### config.mk
export PLATFORM = sky130hd
export DESIGN_NAME = pim_queue
export DESIGN_NICKNAME = d
export VERILOG_FILES = /design/src/pim_pkg.sv /design/src/pim_queue.sv
export VERILOG_INCLUDE_DIRS = /design/src /design/src/src
export SDC_FILE = /design/constraint.sdc
export NUM_CORES = 1
export LEC_CHECK = 0
export BUFFER_PORTS_ARGS = -buffer_cell sky130_fd_sc_hd__buf_2
export CAP_MARGIN = 25
export CORE_MARGIN = 5
export CORE_UTILIZATION = 54
export CTS_CLUSTER_SIZE = 40
export DETAILED_ROUTE_END_ITERATION = 10
export PLACE_DENSITY = 0.83
export REMOVE_ABC_BUFFERS = 1
export SETUP_SLACK_MARGIN = 0.5
export SLEW_MARGIN = 20
export SYNTH_ARGS = -nofsm -noshare
export SYNTH_HDL_FRONTEND = slang
export SYNTH_SLANG_ARGS = --single-unit
### constraint.sdc
create_clock -name clock -period 1.7 [get_ports clock]
set_input_delay 0.085 -clock clock [delete_from_list [all_inputs] [get_ports clock]]
set_output_delay 0.085 -clock clock [all_outputs]
set_load 0.03 [all_outputs]
### src/perspective_inverse_map_defines.svh
// Assertion helpers for the perspective mapper sources; only pim_queue includes them.
`ifndef PERSPECTIVE_INVERSE_MAP_DEFINES_SVH
`define PERSPECTIVE_INVERSE_MAP_DEFINES_SVH

`ifndef SYNTHESIS
`define PIM_ASSERT(lbl, clk, rst, prop, msg) \
   lbl: assert property (@(posedge clk) disable iff (rst) prop) else $error(msg);
`define PIM_NEVER(lbl, clk, rst, cond, msg) \
   lbl: assert property (@(posedge clk) disable iff (rst) !(cond)) else $error(msg);
`else
`define PIM_ASSERT(lbl, clk, rst, prop, msg)
`define PIM_NEVER(lbl, clk, rst, cond, msg)
`endif

`endif

### src/pim_pkg.sv
package pim_pkg;

   localparam int COORD_BITS_DEF     = 12;
   localparam int COEF_FRAC_BITS_DEF = 20;
   localparam int OUT_FRAC_BITS_DEF  = 16;

   localparam int COEF_W    = 32;
   localparam int CSR_DATA_W = 64;
   localparam int CSR_IDX_W = 8;
   localparam int OUT_W     = 32;
   localparam int STATUS_W  = 2;

   // queue between front and back
   localparam int QUEUE_DEPTH = 4;

   localparam logic [CSR_IDX_W-1:0] CSR_PAIR_01 = 8'd0;
   localparam logic [CSR_IDX_W-1:0] CSR_PAIR_23 = 8'd1;
   localparam logic [CSR_IDX_W-1:0] CSR_PAIR_45 = 8'd2;
   localparam logic [CSR_IDX_W-1:0] CSR_PAIR_67 = 8'd3;
   localparam logic [CSR_IDX_W-1:0] CSR_COEF_8  = 8'd4;

   localparam logic [STATUS_W-1:0] STATUS_OK    = 2'd0;
   localparam logic [STATUS_W-1:0] STATUS_SAT   = 2'd1;
   localparam logic [STATUS_W-1:0] STATUS_WZERO = 2'd2;

   // width of a signed sum of two coefficient-by-coordinate terms and one coefficient
   function automatic int sum_width(input int coord_bits);
      return COEF_W + coord_bits + 3;
   endfunction

endpackage

### src/pim_queue.sv
`include "perspective_inverse_map_defines.svh"

module pim_queue
   import pim_pkg::*;
#(
   parameter int DATA_W = 8,
   parameter int DEPTH  = QUEUE_DEPTH
) (
   input  logic              clock,
   input  logic              reset,
   input  logic              push,
   input  logic [DATA_W-1:0] push_data,
   output logic              full,
   input  logic              pop,
   output logic [DATA_W-1:0] pop_data,
   output logic              empty
);

   localparam int PTR_W = $clog2(DEPTH);
   localparam int CNT_W = $clog2(DEPTH + 1);

   logic [DATA_W-1:0] mem_ff [0:DEPTH-1];
   logic [PTR_W-1:0]  wr_ff, rd_ff;
   logic [CNT_W-1:0]  count_ff;

   assign full     = (count_ff == CNT_W'(DEPTH));
   assign empty    = (count_ff == '0);
   assign pop_data = mem_ff[rd_ff];

   always_ff @(posedge clock) begin
      if (reset) begin
         wr_ff    <= '0;
         rd_ff    <= '0;
         count_ff <= '0;
      end else begin
         if (push) wr_ff <= wr_ff + 1'b1;
         if (pop)  rd_ff <= rd_ff + 1'b1;
         case ({push, pop})
            2'b10:   count_ff <= count_ff + 1'b1;
            2'b01:   count_ff <= count_ff - 1'b1;
            default: count_ff <= count_ff;
         endcase
      end
   end

   always_ff @(posedge clock) begin
      if (push) mem_ff[wr_ff] <= push_data;
   end

   `PIM_NEVER(a_no_overflow, clock, reset, push && full, "queue written while full")
   `PIM_NEVER(a_no_underflow, clock, reset, pop && empty, "queue read while empty")
   `PIM_NEVER(a_count_range, clock, reset, count_ff > CNT_W'(DEPTH), "queue count past depth")
   `PIM_ASSERT(a_count_up, clock, reset, (push && !pop) |=> (count_ff == $past(count_ff) + 1'b1), "queue count did not grow")

endmodule

# Yosys cells after proc, flatten, opt, wreduce, memory -nomap -nowiden
# Memories as Yosys holds them, arrays and structs flattened. A register that Yosys moved wholly into a read port is not among the register bits.
# Index checks and enable logic that the tools add are counted.
# totals
in_bits	12
latchBits	0
romBits	0
out_inout_bits	10
register_bits	7
ramBits	32
n_memories	1
word_cells	18
# mem_list
name	depth	word_bits	read_ports	rd_clocked_by_memory_dff	write_ports	line_no	rtl
mem_ff	4	8	1	1	1	pim_queue.sv:22	logic [DATA_W-1:0] mem_ff [0:DEPTH-1];
# op_classes
order_cmp	0
bitwise_logic	0
n_reduce_logical	2
mux	5
shift	0
add_sub_neg	4
multipliers	0
n_div	0
eq_ne	3
# ops
operator	count
one-hot mux 3 bit (2 select lines)	1
adder 2 x 1 -> 2 bit (second input constant)	2
2-to-1 mux 2 bit	2
adder 3 x 1 -> 3 bit (second input constant)	1
equality test 3 bit (second input constant)	1
zero test 3 bit	1
subtractor 3 x 1 -> 3 bit (second input constant)	1
equality test 2 x 1 -> 1 bit (second input constant)	1
equality test 2 bit (second input constant)	1
2-to-1 mux 1 bit	2
nonzero test 2 bit	1

# Logic depth before layout (Yosys ltp)
# depth
word_depth	3
mapped_depth	7
mapped_depth_nobuf	7

# Worst setup path after synthesis
# OpenSTA, ideal clock, no wires.
# synth_timing
path_type	reg2reg
start	register count_ff[0]
end	register count_ff[2]
period_less_slack_ps	1461
t_required_ps	1630
slack_ps	239
arrival_ps	1391
setup_ps	70
path_stages_with_launch	6
path_buffers	0
path_cell_list	dfxtp_1 inv_1 fa_1 xor2_1 or3_1 a21oi_1
# synth_between
elab_chain_cells	2
word_cells_on_any_way	3
cone_classes	add/sub: 2; mux: 1
# synth_lines
element	line_no	rtl
from (decl)	pim_queue.sv:24	logic [CNT_W-1:0] count_ff;
from (signal assigned)	pim_queue.sv:39	2'b10: count_ff <= count_ff + 1'b1;
from (signal assigned)	pim_queue.sv:40	2'b01: count_ff <= count_ff - 1'b1;
from (signal assigned)	pim_queue.sv:41	default: count_ff <= count_ff;
subtractor 3 x 1 -> 3 bit / adder 3 x 1 -> 3 bit (equally long branches)	pim_queue.sv:40, pim_queue.sv:39	
one-hot mux 3 bit (2 select lines) *	pim_queue.sv:38	case ({push, pop})
# Every way passes the cells marked *; elsewhere a longest branch is shown, timed or not.
# A chain may end at the register's enable or synchronous reset.

==> reports/metrics.csv <==
metric,value,unit
drc,0,
swShare,25.6,%
die_area,4130,µm²
diodes,0,
coreArea,2780,µm²
drtIter0Drc,35,
powerDensity,1020,nW/µm²
cp.required,1620,ps
critPathMaxStageDelay,510,ps
cellLeakagePower,0.735,nW
grt_remaining_overflow,0,
syn2layout_area_growth,25.4,%
netlist_top_cells_area,"edfxtp_1 60%, dfxtp_1 11%, mux4_2 11%",
arrival,1500,ps
fin_tns_setup,0,ps
tightest_slew,406,ps
postRouteWirelength,2.68,mm
layout.nets,145,
grt_start_max_net_pins,12,
path_max_fanout,3,
start_kind,register,
antenna_found_initial,0,
clkPwrFrac,21.7,%
ys_seq_elements,41,
h-tree-depth,2,
skew,12.5,ps
fmax,632,MHz
pwr-share-comb,20.4,%
crit_slowest_cell,mux4_2,
cts_root_buffer,clkbuf_4,
cts_tree,done,
cts_buffers,5,
finalHoldViolations,0,
worstSetupPathType,register to primary output,
gp_congestion,0.637,
holdWs,54.7,ps
std_cell_rows,19,
p_int,1.52,mW
routedWlPerCell,16.8,µm
cts_buffer_depth,2,
yosysSeqAreaShare,71.7,%
pin_count,22,
status,finished clean,
utilization,71.7,%
worst_setup_path_end_kind,primary output,
fin_cells,159,
period_minus_slack,1580,ps
period_share,93.1,%
cap_violations,0,
rsz0062_at_grt,yes,
vdd_drop_max,0.716,mV
netlist_area,1590,µm²
clock_sinks,41,
die_x,64.3,µm
dp_cells,140,
hp-class,primary input to register,
synthDistinctLibCells,20,
drive_above_1_share,41.4,%
initial_core_util,57.2,%
synth_top_cell_by_area,edfxtp_1,
seqPwrFrac,57.9,%
worstPathCellList,"buf_4, mux4_2, buf_6",
yosysWarnings,0,
routed_via_density,5.35,
fp.dieH,64.3,µm
grt_use_total,14.4,%
grt_first_pass_wirelength,4.26,mm
hpwl,1.66,mm
vias,851,
clock_latency,340,ps
p_sw,0.520,mW
finalSetupViolCount,0,
synth_top_area_share,60.4,%
slew_violations,0,
drt-pass1-iter-count,4,
grt_pass1_vias,881,
antenna_left,0,
slew_headroom,72.9,%
synthCells,89,
io_buffers,21,
clk_pin_slew,110,ps
syn_avg_cell_area,17.9,µm²
## final timing paths
path	endpoint	depth (start not counted)	from	slack, ps
min	rd_ff[0]	3	pop	50
max reg2reg	count_ff[2]	5	count_ff[1]	270
min reg2reg	rd_ff[0]	2	rd_ff[0]	550
max	pop_data[5]	3	register	120
## synth_stat cells
library cell / number
fa_1: 1
nand2_1: 1
nor3_1: 1
dfxtp_1: 9
buf_6: 1
and2_1: 4
inv_1: 6
xnor2_1: 2
nor2_1: 8
clkbuf_1: 1
or3_1: 1
and3_1: 1
mux2i_1: 1
ha_1: 5
clkbuf_2: 1
o21ai_0: 1
mux4_2: 8
a21oi_1: 2
edfxtp_1: 32
xor2_1: 3
## timing repair
| item | CTS | global route |
|---|---|---|
| resized for setup | 27 | 16 |
| buffers inserted | 1 | 1 |
| endpoints found under the setup margin | 43 | 44 |
| hold endpoints to repair | 38 | 0 |
| pin swaps | 2 | 1 |
| hold buffers | 9 | 0 |
## cells in the final DEF, fill, tap and decap left out
cell type and instances:
dfxtp_4 1, mux4_2 8, a21oi_2 1, clkbuf_1 3, nand2_1 1, and2_2 1, o21ai_0 1, ha_1 5
dfxtp_1 3, xnor2_1 2, mux2i_1 1, buf_6 12, and2_4 3, xor2_1 3, inv_2 1, edfxtp_1 32
dlygate4sd3_1 9, fa_2 1, nor3_4 1, a21oi_1 1, dfxtp_2 5, buf_2 11, inv_1 5, nor2_1 8
buf_4 2, and3_4 1, clkbuf_4 5, or3_1 1
## worst max-delay path, delay by kind of cell (launching register included)
kind / cells / cell delay (ps)
mux: 1 / 510
flops: 1 / 350
buf+inv: 2 / 300
## logic make-up (layout without fill, tap and decap cells)
family | Yosys count | count (layout) | synth area share [%]
compound gates | 3 | 3 | 0.943
xor+xnor | 5 | 5 | 2.75
fa+ha+maj | 6 | 6 | 5.19
buf+inv | 9 | 48 | 2.67
flops | 41 | 41 | 71.7
mux | 9 | 9 | 11.9
simple gates | 16 | 16 | 4.80
## flip-flops by register name (all words and copies together) (netlist names), named ones only
name	count
rd_ff	2
count_ff	3
wr_ff	2
mem_ff	32
## power groups by stage
stage	Combinational, mW	Sequential (mW)	Clock [mW]
2_1_floorplan	0.210	1.19	0
3_3_place_gp	0.300	1.19	0
3_5_place_dp	0.308	1.20	0
4_1_cts	0.376	1.17	0.458
5_1_grt	0.443	1.19	0.503
6_report	0.416	1.18	0.442
## metal layers
layer | up-vias | global-route usage [%] | share of wire [%]
li1 | 402 | - | -
met1 | 417 | 15.3 | 38
met2 | 25 | 24.3 | 54
met3 | 7 | 5.25 | 5.2
met4 | 0 | 8.65 | 3.2
met5 | - | 0 | 0
## per-stage QoR
step	worst slack [ps]	total power [mW]	instance area, µm²
finish	117	2.04	2000
global route	40.2	2.13	2000
CTS	99.7	2.01	1940
detailed placement	151	1.50	1730
global placement	191	1.49	1730
floorplan	240	1.40	1570
## cell type report
class / count / area (µm²)
fillers: 158 / 786
clock buffers: 8 / 48.8
well taps: 31 / 38.8
repair buffers: 34 / 295
multi-input cells: 39 / 439
flip-flops and latches: 41 / 1150
inverters: 6 / 22.5
Note: power is estimated with default switching activity, not from simulation.
